[src/rtl/lert_pkg.sv]
package lert_pkg;

  // input opcodes
  typedef enum logic [2:0] {
    OP_PLAY    = 3'd0,
    OP_TICK    = 3'd1,
    OP_SETVOL  = 3'd2,
    OP_STOP    = 3'd3,
    OP_STOPALL = 3'd4
  } op_t;

  // result actions
  typedef enum logic [2:0] {
    ACT_PLAY_ONCE  = 3'd0,
    ACT_LOOP_START = 3'd1,
    ACT_RETRIGGER  = 3'd2,
    ACT_SET_VOLUME = 3'd3,
    ACT_UNLOAD     = 3'd4,
    ACT_CANCEL_ALL = 3'd5,
    ACT_TABLE_FULL = 3'd6
  } act_t;

  // sequencer states
  typedef enum logic [2:0] {
    ST_IDLE,
    ST_SCAN,
    ST_SCAN2,
    ST_FLUSH
  } state_t;

  // one table entry, held by one cell
  typedef struct packed {
    logic [15:0] sample;
    logic [15:0] period;
    logic [15:0] countdown;
    logic [7:0]  volume;
  } entry_t;

  // control flags from the sequencer to the head unit
  typedef struct packed {
    op_t  op;
    logic pass2;
    logic in_range;
    logic at_target;
    logic at_top;
    logic found;
    logic target_is_top;
  } head_ctl_t;

  // what the head unit reports for the entry passing it
  typedef struct packed {
    logic        produce;
    logic        hit;
    act_t        act;
    logic [15:0] smp;
    logic [7:0]  vol;
  } head_res_t;

  // one result word
  typedef struct packed {
    act_t        act;
    logic [15:0] smp;
    logic [7:0]  vol;
    logic [3:0]  cnt;
  } res_t;

endpackage

[src/rtl/lert_cell.sv]
module lert_cell
  import lert_pkg::*;
(
  input  logic   clk,
  input  logic   shift_en,
  input  entry_t d_in,
  output entry_t q
);

  entry_t entry_r;

  // take the neighbor's entry on every shift
  always_ff @(posedge clk) begin
    if (shift_en) begin
      entry_r <= d_in;
    end
  end

  assign q = entry_r;

endmodule

[src/rtl/lert_head.sv]
module lert_head
  import lert_pkg::*;
(
  input  head_ctl_t   ctl,
  input  entry_t      cur,
  input  entry_t      wr_entry,
  input  entry_t      top_entry,
  input  logic [15:0] key,
  input  logic [7:0]  vol,
  output entry_t      d_out,
  output head_res_t   res
);

  logic key_match;

  assign key_match = ctl.in_range && !ctl.found && (cur.sample == key);

  // update the entry at the head of the ring and report any result
  always_comb begin
    d_out = cur;
    res   = '0;
    unique case (ctl.op)
      OP_PLAY: begin
        if (ctl.at_target) begin
          d_out = wr_entry;
        end
      end
      OP_TICK: begin
        if (ctl.in_range && (cur.countdown != 16'd0)) begin
          if (cur.countdown == 16'd1) begin
            d_out.countdown = cur.period;
            res.produce     = 1'b1;
            res.act         = ACT_RETRIGGER;
            res.smp         = cur.sample;
            res.vol         = cur.volume;
          end else begin
            d_out.countdown = cur.countdown - 16'd1;
          end
        end
      end
      OP_SETVOL: begin
        if (key_match) begin
          d_out.volume = vol;
          res.produce  = 1'b1;
          res.hit      = 1'b1;
          res.act      = ACT_SET_VOLUME;
          res.smp      = key;
          res.vol      = vol;
        end
      end
      OP_STOP: begin
        if (!ctl.pass2) begin
          res.hit = key_match;
        end else if (ctl.at_target) begin
          d_out = ctl.target_is_top ? '0 : top_entry;
        end else if (ctl.at_top) begin
          d_out = '0;
        end
      end
      default: begin
        d_out = cur;
      end
    endcase
  end

endmodule

[src/rtl/looped_effect_retrigger_table.sv]
// channel   direction  handshake          fields
// input     in         start / busy       in_opcode .. in_volume_in, five fields
// result    out        out_valid strobe   out_action .. out_last, five fields
//
// entries sit in a ring of MAX_ENTRIES cells that rotates one place per cycle while a
// pass is under way, past a single head unit; a pass visits every cell once
// one-shot play, table full, stop all: no pass, the word comes from the flush state
// looping play, tick, set volume, stop without match: one pass over the table
// stop with a match takes a second pass to move the top entry
// busy is high until the last word has been registered; results cannot be stalled
// reset (rst_n low, synchronous) empties the table and drops any pending word
module looped_effect_retrigger_table
  import lert_pkg::*;
#(
  parameter int MAX_ENTRIES = 8
) (
  input  logic        clk,
  input  logic        rst_n,
  input  logic        start,
  output logic        busy,
  input  logic [2:0]  in_opcode,
  input  logic [15:0] in_sample_id,
  input  logic        in_loop_flag,
  input  logic [15:0] in_period_ticks,
  input  logic [7:0]  in_volume_in,
  output logic        out_valid,
  output logic [2:0]  out_action,
  output logic [15:0] out_sample_out,
  output logic [7:0]  out_volume_out,
  output logic [3:0]  out_entry_count_out,
  output logic        out_last
);

  localparam int IDX_W = (MAX_ENTRIES > 1) ? $clog2(MAX_ENTRIES) : 1;
  localparam int CNT_W = $clog2(MAX_ENTRIES + 1);

  state_t           state_r, state_nxt;
  logic [IDX_W-1:0] step_r, step_nxt;
  logic [IDX_W-1:0] idx_r, idx_nxt;
  logic [CNT_W-1:0] count_r, count_nxt;
  logic             found_r, found_nxt;
  logic             pend_valid_r, pend_valid_nxt;
  logic             out_valid_r, out_valid_nxt;
  logic             out_last_r, out_last_nxt;
  op_t              op_r, op_nxt;
  logic [15:0]      key_r, key_nxt;
  logic [7:0]       vol_r, vol_nxt;
  entry_t           wr_r, wr_nxt;
  entry_t           top_r, top_nxt;
  res_t             pend_r, pend_nxt;
  res_t             out_r, out_nxt;

  entry_t           cell_q [MAX_ENTRIES];
  entry_t           head_d;
  head_ctl_t        hctl;
  head_res_t        hres;

  logic             scanning;
  logic             last_step;
  logic             in_range;
  logic             at_top_p1;
  logic             found_now;
  logic             table_full;
  logic [3:0]       cnt4;

  // ring of cells, the head unit feeds the far end
  for (genvar i = 0; i < MAX_ENTRIES; i++) begin : g_cell
    entry_t d_in;
    if (i == MAX_ENTRIES - 1) begin : g_tail
      assign d_in = head_d;
    end else begin : g_link
      assign d_in = cell_q[i+1];
    end
    lert_cell u_cell (
      .clk      (clk),
      .shift_en (scanning),
      .d_in     (d_in),
      .q        (cell_q[i])
    );
  end

  // position flags for the entry now at the head
  assign scanning   = (state_r == ST_SCAN) || (state_r == ST_SCAN2);
  assign last_step  = (step_r == IDX_W'(MAX_ENTRIES - 1));
  assign in_range   = (CNT_W'(step_r) < count_r);
  assign at_top_p1  = (CNT_W'(step_r) + CNT_W'(1) == count_r);
  assign found_now  = found_r || hres.hit;
  assign table_full = (count_r == CNT_W'(MAX_ENTRIES));
  assign cnt4       = 4'(count_r);

  assign hctl.op            = op_r;
  assign hctl.pass2         = (state_r == ST_SCAN2);
  assign hctl.in_range      = in_range;
  assign hctl.at_target     = (step_r == idx_r);
  assign hctl.at_top        = (CNT_W'(step_r) == count_r);
  assign hctl.found         = found_r;
  assign hctl.target_is_top = (CNT_W'(idx_r) == count_r);

  lert_head u_head (
    .ctl       (hctl),
    .cur       (cell_q[0]),
    .wr_entry  (wr_r),
    .top_entry (top_r),
    .key       (key_r),
    .vol       (vol_r),
    .d_out     (head_d),
    .res       (hres)
  );

  // next state
  always_comb begin
    state_nxt = state_r;
    unique case (state_r)
      ST_IDLE: begin
        if (start) begin
          unique case (in_opcode)
            OP_PLAY: begin
              state_nxt = (in_loop_flag && !table_full) ? ST_SCAN : ST_FLUSH;
            end
            OP_TICK, OP_SETVOL, OP_STOP: state_nxt = ST_SCAN;
            OP_STOPALL: state_nxt = ST_FLUSH;
            default: state_nxt = ST_IDLE;
          endcase
        end
      end
      ST_SCAN: begin
        if (last_step) begin
          if (op_r == OP_STOP) begin
            state_nxt = found_now ? ST_SCAN2 : ST_FLUSH;
          end else begin
            state_nxt = (pend_valid_r || hres.produce) ? ST_FLUSH : ST_IDLE;
          end
        end
      end
      ST_SCAN2: begin
        if (last_step) begin
          state_nxt = ST_FLUSH;
        end
      end
      ST_FLUSH: state_nxt = ST_IDLE;
      default: state_nxt = ST_IDLE;
    endcase
  end

  // datapath and result words
  always_comb begin
    step_nxt       = step_r;
    idx_nxt        = idx_r;
    count_nxt      = count_r;
    found_nxt      = found_r;
    pend_valid_nxt = pend_valid_r;
    pend_nxt       = pend_r;
    out_valid_nxt  = 1'b0;
    out_last_nxt   = 1'b0;
    out_nxt        = out_r;
    op_nxt         = op_r;
    key_nxt        = key_r;
    vol_nxt        = vol_r;
    wr_nxt         = wr_r;
    top_nxt        = top_r;
    unique case (state_r)
      ST_IDLE: begin
        if (start) begin
          step_nxt  = '0;
          found_nxt = 1'b0;
          key_nxt   = in_sample_id;
          vol_nxt   = in_volume_in;
          wr_nxt    = '{sample: in_sample_id, period: in_period_ticks,
                        countdown: in_period_ticks, volume: in_volume_in};
          unique case (in_opcode)
            OP_PLAY: begin
              op_nxt         = OP_PLAY;
              pend_valid_nxt = 1'b1;
              if (!in_loop_flag) begin
                pend_nxt = '{act: ACT_PLAY_ONCE, smp: in_sample_id,
                             vol: in_volume_in, cnt: cnt4};
              end else if (table_full) begin
                pend_nxt = '{act: ACT_TABLE_FULL, smp: in_sample_id,
                             vol: 8'd0, cnt: cnt4};
              end else begin
                idx_nxt   = IDX_W'(count_r);
                count_nxt = count_r + CNT_W'(1);
                pend_nxt  = '{act: ACT_LOOP_START, smp: in_sample_id,
                              vol: 8'd0, cnt: 4'(count_r + CNT_W'(1))};
              end
            end
            OP_TICK:   op_nxt = OP_TICK;
            OP_SETVOL: op_nxt = OP_SETVOL;
            OP_STOP:   op_nxt = OP_STOP;
            OP_STOPALL: begin
              op_nxt         = OP_STOPALL;
              count_nxt      = '0;
              pend_valid_nxt = 1'b1;
              pend_nxt       = '{act: ACT_CANCEL_ALL, smp: 16'd0, vol: 8'd0, cnt: 4'd0};
            end
            default: op_nxt = op_r;
          endcase
        end
      end
      ST_SCAN: begin
        step_nxt = last_step ? '0 : step_r + IDX_W'(1);
        // a new word pushes the pending one out, which is then not the last
        if (hres.produce) begin
          if (pend_valid_r) begin
            out_valid_nxt = 1'b1;
            out_nxt       = pend_r;
          end
          pend_valid_nxt = 1'b1;
          pend_nxt       = '{act: hres.act, smp: hres.smp, vol: hres.vol, cnt: cnt4};
        end
        if (hres.hit && !found_r) begin
          found_nxt = 1'b1;
          idx_nxt   = step_r;
        end
        // stop: remember the top entry and settle the count
        if ((op_r == OP_STOP) && in_range && at_top_p1) begin
          top_nxt = cell_q[0];
        end
        if (last_step && (op_r == OP_STOP)) begin
          pend_valid_nxt = 1'b1;
          if (found_now) begin
            count_nxt = count_r - CNT_W'(1);
            pend_nxt  = '{act: ACT_UNLOAD, smp: key_r, vol: 8'd0,
                          cnt: 4'(count_r - CNT_W'(1))};
          end else begin
            pend_nxt  = '{act: ACT_UNLOAD, smp: key_r, vol: 8'd0, cnt: cnt4};
          end
        end
      end
      ST_SCAN2: begin
        step_nxt = last_step ? '0 : step_r + IDX_W'(1);
      end
      ST_FLUSH: begin
        out_valid_nxt  = 1'b1;
        out_last_nxt   = 1'b1;
        out_nxt        = pend_r;
        pend_valid_nxt = 1'b0;
      end
      default: begin
        pend_valid_nxt = 1'b0;
      end
    endcase
  end

  // control registers
  always_ff @(posedge clk) begin
    if (!rst_n) begin
      state_r      <= ST_IDLE;
      step_r       <= '0;
      count_r      <= '0;
      found_r      <= 1'b0;
      pend_valid_r <= 1'b0;
      out_valid_r  <= 1'b0;
    end else begin
      state_r      <= state_nxt;
      step_r       <= step_nxt;
      count_r      <= count_nxt;
      found_r      <= found_nxt;
      pend_valid_r <= pend_valid_nxt;
      out_valid_r  <= out_valid_nxt;
    end
  end

  // payload registers
  always_ff @(posedge clk) begin
    idx_r      <= idx_nxt;
    op_r       <= op_nxt;
    key_r      <= key_nxt;
    vol_r      <= vol_nxt;
    wr_r       <= wr_nxt;
    top_r      <= top_nxt;
    pend_r     <= pend_nxt;
    out_r      <= out_nxt;
    out_last_r <= out_last_nxt;
  end

  // ports
  assign busy                = (state_r != ST_IDLE);
  assign out_valid           = out_valid_r;
  assign out_action          = out_r.act;
  assign out_sample_out      = out_r.smp;
  assign out_volume_out      = out_r.vol;
  assign out_entry_count_out = out_r.cnt;
  assign out_last            = out_last_r;

  // checks
  a_count_bound: assert property (@(posedge clk) disable iff (!rst_n)
    count_r <= CNT_W'(MAX_ENTRIES))
    else $error("entry count beyond table size");

  a_flush_has_word: assert property (@(posedge clk) disable iff (!rst_n)
    (state_r == ST_FLUSH) |-> pend_valid_r)
    else $error("flush without a pending word");

  a_idle_no_pending: assert property (@(posedge clk) disable iff (!rst_n)
    (state_r == ST_IDLE) |-> !pend_valid_r)
    else $error("pending word left behind in idle");

  a_last_after_flush: assert property (@(posedge clk) disable iff (!rst_n)
    (out_valid_r && out_last_r) |-> $past(state_r == ST_FLUSH))
    else $error("final word not from flush");

  a_pass2_room: assert property (@(posedge clk) disable iff (!rst_n)
    (state_r == ST_SCAN2) |-> (count_r < CNT_W'(MAX_ENTRIES)))
    else $error("second stop pass with full count");

endmodule
[config.mk]
export PLATFORM = sky130hd
export DESIGN_NAME = looped_effect_retrigger_table
export DESIGN_NICKNAME = d
export VERILOG_FILES = /design/src/rtl/lert_pkg.sv /design/src/rtl/lert_cell.sv /design/src/rtl/lert_head.sv /design/src/rtl/looped_effect_retrigger_table.sv
export SDC_FILE = /design/constraint.sdc
export NUM_CORES = 1
export LEC_CHECK = 0
export BUFFER_PORTS_ARGS = -buffer_cell sky130_fd_sc_hd__buf_2
export CAP_MARGIN = 20
export CORE_MARGIN = 2
export CORE_UTILIZATION = 50
export DETAILED_ROUTE_END_ITERATION = 8
export PLACE_DENSITY_LB_ADDON = 0.25
export RECOVER_POWER = 50
export SYNTH_ARGS = -nofsm -noshare
export SYNTH_HDL_FRONTEND = slang
export SYNTH_SLANG_ARGS = --single-unit
export TNS_END_PERCENT = 30
[constraint.sdc]
create_clock -name clk -period 18.55 [get_ports clk]
set_clock_uncertainty 0.1 [all_clocks]
set_input_delay 1.855 -clock clk [delete_from_list [all_inputs] [get_ports clk]]
set_output_delay 1.855 -clock clk [all_outputs]
set_load 0.02 [all_outputs]
# Word level (Yosys, flattened, before mapping)
# Index checks and enable logic that the tools add are counted.
totals:
  reg_bits: 626
  output_inout_bits: 34
  in_bits: 47
op_classes:
  n_eq_ne: 34
  bitwise: 1
  magnitude_cmp: 1
  n_addsub: 5
  n_mux: 69
  n_reduce_logical: 36
op_table:
  columns: ["operator", "count"]
  rows:
  - ["$mux W56", 5]
  - ["$mux W31", 7]
  - ["$pmux W31 S2", 3]
  - ["$pmux W32 S2", 1]
  - ["$pmux W27 S2", 1]
  - ["$pmux W16 S3", 1]
  - ["$mux W16", 2]
  - ["$mux W3", 10]
  - ["$mux W29", 1]
  - ["$mux W27", 1]
  - ["$mux W26", 1]
  - ["$mux W4", 6]
  - ["$pmux W8 S3", 1]
  - ["$ne A2 B2 Y1 const B", 10]
  - ["$eq A3 B2 Y1 const B", 6]
  - ["$eq A16 B1 Y1 const B", 1]
  - ["$eq A16 B16 Y1", 1]
  - ["$pmux W4 S2", 2]
  - ["$reduce_bool A16 Y1", 1]
  - ["$sub A16 B1 Y16 const B", 1]
  - ["$pmux W3 S5", 1]
  - ["$mux W1", 13]
  - ["$pmux W3 S2", 2]
  - ["$reduce_and A3 Y1", 4]
  - ["other kinds (34)", 64]

# Depth between registers and ports, before layout
# Gate-level depths: netlist of run 1.
logic_depth:
  word_depth: 10
  depth_mapped: 11

# Modules after synthesis
# A second synthesis of run 1 with hierarchy kept.
hier_totals:
  hier_cells: 1287
  hier_area_um2: 22927.0
by_module_without_submodules:
  columns: ["module", "n_inst", "area_per_inst_um2", "seq_area_each_um2", "cells_each"]
  rows:
  - ["lert_cell", 8, 1681.6, 1681.6, 56]
  - ["looped_effect_retrigger_table", 1, 6739.0, 5185.0, 416]
  - ["lert_head", 1, 2735.1, 0.0, 423]

# Worst setup path after synthesis of run 1
# No wires, ideal clock.
synth_path:
  path_kind: "reg2reg"
  startpoint: "reg state_r[0]"
  endpoint: "reg g_cell[0].u_cell.entry_r (netlist bit g_cell[0].u_cell.q[0]) (enable)"
  slack_ns: 7.916
  setup_ns: 0.819
  t_arrival_ns: 9.715
  period_less_slack_ns: 10.634
  path_buffers: 0
  stages_incl_launch_ff: 3
  cell_sequence: "dfxtp_1 -> inv_1 -> ha_1"
synth_via:
  elab_chain_cells: 2
  word_cells_on_any_way: 3
  cone_classes: "eq/ne: 2; reduce/logical: 1"
synth_rtl:
  columns: ["item", "line_no", "source"]
  rows:
  - ["start, declared", "looped_effect_retrigger_table.sv:37", "state_t state_r, state_nxt;"]
  - ["start signal, assigned", "looped_effect_retrigger_table.sv:255", "state_r <= state_nxt;"]
  - ["$eq A3 B1 Y1 or $eq A3 B2 Y1 (tied branches)", "looped_effect_retrigger_table.sv:83", "assign scanning = (state_r == ST_SCAN) || (state_r == ST_SCAN2);"]
  - ["$logic_or A1 B1 Y1 (*)", "looped_effect_retrigger_table.sv:83", null]
  - ["via g_cell[0].u_cell.shift_en", "lert_cell.sv:5", "input logic shift_en,"]
  - ["end signal, assigned", "lert_cell.sv:15", "entry_r <= d_in;"]
  - ["end, declared", "lert_cell.sv:10", "entry_t entry_r;"]
# Mark *: on every way through the listed nets, which the timed path passes. The rest lies on a longest branch.
# A chain may end at the register's enable or synchronous reset.

# Worst setup path in the final report of run 1
layout_path:
  startpoint: "reg state_r[0]"
  endpoint: "reg g_cell[6].u_cell.entry_r (netlist bit g_cell[6].u_cell.q[32]) (enable)"
layout_via:
  elab_chain_cells: 2
  word_cells_on_any_way: 3
  cone_classes: "eq/ne: 2; reduce/logical: 1"
layout_rtl:
  columns: ["item", "line_no"]
  rows:
  - ["$eq A3 B1 Y1 or $eq A3 B2 Y1 (tied branches)", "looped_effect_retrigger_table.sv:83"]
  - ["$logic_or A1 B1 Y1 (*)", "looped_effect_retrigger_table.sv:83"]
  - ["via g_cell[0].u_cell.shift_en", "lert_cell.sv:5"]
  - ["end signal, assigned", "lert_cell.sv:15"]
  - ["end, declared", "lert_cell.sv:10"]
# Marked as above.

==> results_tabular.tex, run 1 <==
\begin{tabular}{lr}
\hline
Metric & Value \\
\hline
\multicolumn{2}{l}{\textbf{Timing}} \\
Number of failing setup endpoints in the final timing report & 0 \\
Final hold violation count & 0 \\
Slew headroom & -1.223 \\
Time the final worst path needs with I/O delays and setup & 6631 ps \\
Accumulated negative setup slack & 0 ps \\
RSZ-0062 raised after global routing & no \\
Final slew viol count & 160 \\
Final critical-path share of the clock period & 0.3575 \\
Max frequency & 150.8 MHz \\
Transition time at the pin with the least slew margin & 3335 ps \\
\multicolumn{2}{l}{\textbf{Yosys}} \\
Ys flop type & edfxtp\_1 \\
Synth Cell Area & 22560 um2 \\
Count of distinct cell types in the synthesized netlist & 79 \\
Number of enable flip-flop cells after synthesis & 612 \\
Number of standard cells after synthesis & 1247 \\
Proportion of synthesized flip-flops having asynchronous set or reset & 0 \\
Synth warnings & 0 \\
Fraction of the yosys area taken by sequential cells & 0.8261 \\
Mapped Avg Cell Area & 18.09 um2 \\
Synth Net Count & 1308 \\
Post-synthesis register bit count & 625 \\
\multicolumn{2}{l}{\textbf{Placement}} \\
Inst Count DP & 1893 \\
Estimated wirelength of the detail-placed design & 25100 um \\
Port bufs & 80 \\
Weighted congestion at the end of routability-driven global placement & 0.8524 \\
\multicolumn{2}{l}{\textbf{Critical path}} \\
Critical path class & flip-flop to flip-flop \\
Data arrival time of the critical path & 6780 ps \\
Required time at the worst-slack endpoint & 18700 ps \\
Startpoint Class & flip-flop \\
Endpoint class of the critical path & flip-flop \\
CP Max Fanout & 80 \\
\multicolumn{2}{l}{\textbf{Detailed routing}} \\
Drt first pass iters & 6 \\
Drt drc & 0 \\
Number of DRC violations after detailed-routing iteration 0 & 1056 \\
Post-DR wirelength/cell & 20.64 um \\
Number of vias per cell & 5.605 \\
Total via count in the routed design & 11240 \\
Final Routed Wirelength & 41410 um \\
Antenna Nets Post-Route & 0 \\
\multicolumn{2}{l}{\textbf{Finish}} \\
Post-layout instance count excluding filler cells & 2006 \\
Leading cell type in the layout, fill and taps excluded & edfxtp\_1 \\
Fraction of layout instances using a drive strength above 1 & 0.1273 \\
Area growth syn-to-layout & 13.68\% \\
Commonest non-fill, non-tap cells in the layout & edfxtp\_1, nand2\_1, clkbuf\_16, a21oi\_1 \\
Number of nets in the layout & 1428 \\
Filler cell count & 3282 \\
Ant diodes & 0 \\
\multicolumn{2}{l}{\textbf{Status}} \\
Violated checks & capacitance limit, slew limit \\
Result of the run & finished, violations left \\
\multicolumn{2}{l}{\textbf{Clock network}} \\
Post-cts gate resize count & 0 \\
Clock network latency to the later pin of the worst-skew pair & 610 ps \\
CTS H-tree lvls & 2 \\
Number of buffers inserted for hold repair after clock tree synthesis & 0 \\
Number of setup buffers added after CTS & 0 \\
Number of buffers created by CTS & 60 \\
Num Clock Sinks & 625 \\
Clock transition time at the flip-flop clock pins of the worst setup and hold paths & 60 ps \\
Clock Tree Root & clkbuf\_16 \\
Clock tree from TritonCTS & done \\
Maximum buffer depth of the clock tree & 3 \\
\multicolumn{2}{l}{\textbf{Floorplanning}} \\
Core area & 44410 um2 \\
Overall die area & 46840 um2 \\
Number of I/O pins & 81 \\
Die width & 216.4 um \\
Placement row count & 77 \\
Die H & 216.4 um \\
Initial standard-cell utilization of the core & 0.5080 \\
\multicolumn{2}{l}{\textbf{Power and ir drop}} \\
Leak & 0.008552 uW \\
Peak supply drop & 0.0001251 V \\
Areal power density over the cells & 174.4 nW/um2 \\
\multicolumn{2}{l}{\textbf{Hold path}} \\
Hold Crit Class & flip-flop to flip-flop \\
\multicolumn{2}{l}{\textbf{Global route}} \\
Number of antenna violations at the first check in global routing & 1 \\
Wire length of the first global-routing pass & 63160 um \\
Global router's overall resource usage & 0.1773 \\
Remaining global-route overflow & 0 \\
Largest net degree at the start of global routing & 96 \\
Vias in the first global route & 10800 \\
\multicolumn{2}{l}{\textbf{Job}} \\
Total of max-cap violations & 3 \\
\hline
\end{tabular}
cell usage after synthesis (all sizes together), types with 15 or more instances:
library cell,instances,area (um2)
edfxtp,612,18380
nand2,77,289.0
a21oi,52,267.8
o21ai,44,224.0
inv,42,157.7
clkbuf,30,112.6
nor2,24,90.09
xor2,24,210.2
and2,23,143.9
nand3,22,110.1
a22o,19,166.4
a21o,18,135.1
a31oi,18,112.6
a222oi,17,170.2
nor3,16,90.09
a22oi,15,112.6
cell families after synthesis:
| family | share of synthesized area |
|---|---|
| AOI/OAI and AO/OA | 0.08485 |
| xor gates and xnor gates | 0.01009 |
| adders and majority gates | 0.007764 |
| buffers and inverters | 0.01553 |
| DFF | 0.8261 |
| muxes | 0.002329 |
| and+or+nand+nor | 0.05335 |
per-stage QoR:
| stage | power [uW] | hold WS (ps) | setup slack, ps | utilization | area (um2) |
|---|---|---|---|---|---|
| finish | 4473 | 305.4 | 11920 | 0.5775 | 25650 |
| global route | 4689 | 310.3 | 11290 | 0.5775 | 25650 |
| CTS | 4502 | 309.2 | 14490 | 0.5768 | 25620 |
| detailed placement | 3296 | 304.5 | 14380 | 0.5334 | 23690 |
| global placement | 3259 | 300.2 | 14390 | 0.5334 | 23690 |
| floorplan | 3234 | 300.3 | 7916 | - | 22560 |
where the power goes:
part	switching [uW]	total [uW]	internal [uW]
logic	514	684	170
registers	209	2600	2390
clock network	501	1190	692
total	1220	4470	3250
state kept, by name (all words and copies together), names as in the netlist:
register / flops
g_cell.u_cell.q: 448
top_r: 56
wr_r: 40
pend_r: 31
out_sample_out: 16
out_volume_out: 8
cnt4: 4
out_entry_count_out: 4
idx_r: 3
op_r: 3
out_action: 3
step_r: 3
state_r: 2
found_r: 1
out_last: 1
out_valid: 1
pend_valid_r: 1
layout make-up:
class                           count  area, um2  area share
Clock buffer                       74       1554     0.06059
Clock inverter                     35      376.6     0.01468
Inverter                           43      161.4    0.006293
Multi-Input combinational cell    536       3607      0.1406
Sequential cell                   625      18640      0.7267
Tap cell                          592      740.7     0.02888
Timing Repair Buffer              101      570.5     0.02225
critical path, stage by stage (launching register included):
cell and delay (ps):
dfxtp_1 400, inv_1 90, ha_1 2200, clkbuf_1 2470
buf_4 550, buf_16 350
metal layers:
layer / GRT usage / routed length, um / vias up
met5: 0 / 14 / -
met4: 0.05068 / 795 / 2
met3: 0.03453 / 2375 / 61
met2: 0.2543 / 18390 / 302
met1: 0.2777 / 19830 / 5663
li1: - / - / 5215
final timing paths:
| check | from | end | slack [ps] | cells past startpoint |
|---|---|---|---|---|
| worst max-delay path | state_r[0] | g_cell[6].u_cell.q[32] | 11920 | 5 |
| worst max register to register | state_r[0] | g_cell[6].u_cell.q[32] | 11920 | 5 |
| worst min-delay path | g_cell[6].u_cell.q[32] | g_cell[5].u_cell.q[32] | 310 | 0 |
| worst min register to register | g_cell[6].u_cell.q[32] | g_cell[5].u_cell.q[32] | 310 | 0 |
Note: power is estimated with default switching activity, not from simulation.
==> run 2, diff against run 1 <==
clock period = 6.43 ns   (was 18.55 ns; I/O delays follow)
==> results_tabular.tex, run 2 (synthesis results as in run 1) <==
\begin{tabular}{lr}
\hline
Metric & Value \\
\hline
\multicolumn{2}{l}{\textbf{Status}} \\
Result of the run & finished, violations left \\
Violated checks & capacitance limit, slew limit \\
\multicolumn{2}{l}{\textbf{Clock network}} \\
Number of buffers inserted for hold repair after clock tree synthesis & 0 \\
CTS H-tree lvls & 2 \\
Number of buffers created by CTS & 61 \\
Clock network latency to the later pin of the worst-skew pair & 640 ps \\
Number of setup buffers added after CTS & 0 \\
Clock transition time at the flip-flop clock pins of the worst setup and hold paths & 60 ps \\
Clock tree from TritonCTS & done \\
Num Clock Sinks & 625 \\
Post-cts gate resize count & 0 \\
Maximum buffer depth of the clock tree & 3 \\
Clock Tree Root & clkbuf\_16 \\
\multicolumn{2}{l}{\textbf{Critical path}} \\
CP Max Fanout & 34 \\
Worst path cell trace & inv\_1 -> ha\_1 -> and2\_0 -> clkbuf\_1 -> and2\_1 \\
CP max stage delay & 1750 ps \\
Required time at the worst-slack endpoint & 6670 ps \\
Critical path class & flip-flop to flip-flop \\
Critical-path top delay cell & clkbuf\_1 \\
Cell class contributing the biggest share of worst-path delay & buffers and inverters \\
Endpoint class of the critical path & flip-flop \\
Crit path buffers/inverters & 2 \\
Startpoint Class & flip-flop \\
Data arrival time of the critical path & 4250 ps \\
\multicolumn{2}{l}{\textbf{Placement}} \\
Port bufs & 80 \\
Worst Setup Slack post-DPL & 2489 ps \\
Weighted congestion at the end of routability-driven global placement & 0.8112 \\
Estimated wirelength of the detail-placed design & 25360 um \\
\multicolumn{2}{l}{\textbf{Power and ir drop}} \\
Areal power density over the cells & 507.2 nW/um2 \\
Overall power of the completed layout & 13030 uW \\
Peak supply drop & 0.0003631 V \\
Leak & 0.008502 uW \\
\multicolumn{2}{l}{\textbf{Hold path}} \\
Hold Crit Class & primary input to flip-flop \\
\multicolumn{2}{l}{\textbf{Floorplanning}} \\
Overall die area & 46840 um2 \\
Die H & 216.4 um \\
Placement row count & 77 \\
Core area & 44410 um2 \\
Die width & 216.4 um \\
Initial standard-cell utilization of the core & 0.5080 \\
Number of I/O pins & 81 \\
\multicolumn{2}{l}{\textbf{Finish}} \\
Ant diodes & 0 \\
Number of nets in the layout & 1425 \\
Fraction of layout instances using a drive strength above 1 & 0.1080 \\
Leading cell type in the layout, fill and taps excluded & edfxtp\_1 \\
Commonest non-fill, non-tap cells in the layout & edfxtp\_1, nand2\_1, clkbuf\_1, clkbuf\_16, a21oi\_1 \\
Area growth syn-to-layout & 13.84\% \\
Flip-flop count of the largest register after layout & 448 \\
\multicolumn{2}{l}{\textbf{Timing}} \\
PnR worst setup slack & 2426 ps \\
Transition time at the pin with the least slew margin & 2398 ps \\
Smallest hold slack & 81.86 ps \\
Accumulated negative setup slack & 0 ps \\
Final hold violation count & 0 \\
RSZ-0062 raised after global routing & no \\
Final slew viol count & 88 \\
Time the final worst path needs with I/O delays and setup & 4004 ps \\
Slew headroom & -0.5987 \\
Max frequency & 249.7 MHz \\
Number of failing setup endpoints in the final timing report & 0 \\
Final critical-path share of the clock period & 0.6228 \\
\multicolumn{2}{l}{\textbf{Detailed routing}} \\
Drt first pass iters & 6 \\
Final Routed Wirelength & 42270 um \\
Antenna Nets Post-Route & 0 \\
Number of DRC violations after detailed-routing iteration 0 & 1322 \\
Number of vias per cell & 5.594 \\
Total via count in the routed design & 11240 \\
Post-DR wirelength/cell & 21.04 um \\
Drt drc & 0 \\
\multicolumn{2}{l}{\textbf{Global route}} \\
Largest net degree at the start of global routing & 163 \\
Vias in the first global route & 10870 \\
Remaining global-route overflow & 0 \\
Wire length of the first global-routing pass & 64180 um \\
Number of antenna violations at the first check in global routing & 0 \\
Global router's overall resource usage & 0.1805 \\
\multicolumn{2}{l}{\textbf{Job}} \\
Total of max-cap violations & 2 \\
\hline
\end{tabular}
-- run 2: worst paths after layout --
kind	endpoint	slack [ps]	from	cells past startpoint
max	op_r[2]	2430	state_r[0]	5
min reg2reg	g_cell[4].u_cell.q[25]	300	g_cell[5].u_cell.q[25]	0
min	wr_r[23]	80	in_period_ticks[15]	1
max reg2reg	op_r[2]	2430	state_r[0]	5
-- run 2: layout make-up --
class	count	area, um2
multi-input cells	536	3616
flip-flops and latches	625	18640
inverters	43	161.4
clock buffers	71	1564
repair buffers	97	498.0
well taps	592	740.7
clock inverters	45	466.7
fillers	3281	18730
-- run 2: per-layer routing --
metal,up-vias,GRT usage,routed length (um)
met5,-,0,0
met4,0,0.05571,995
met3,77,0.03509,2239
met2,317,0.2688,19270
met1,5640,0.2718,19760
li1,5205,-,-
-- run 2: power by group --
group	switching [uW]	internal [uW]	total (uW)
clock network	1530	2040	3570
registers	646	6870	7520
logic	1460	476	1940
-- run 2: worst reg2reg max path, stage by stage, from the launching register on --
cell and delay [ps]:
dfxtp_1 340, inv_1 90, ha_1 370, and2_0 630, clkbuf_1 1750, and2_1 420
-- run 2: stage by stage --
step / std cells / cell area [um2] / utilization
after floorplan: 1247 / 22580 / -
after global placement: 1890 / 23700 / 0.5336
after detailed placement: 1890 / 23700 / 0.5336
after CTS: 2006 / 25730 / 0.5793
after global routing: 2009 / 25680 / 0.5783
final: 2009 / 25680 / 0.5783
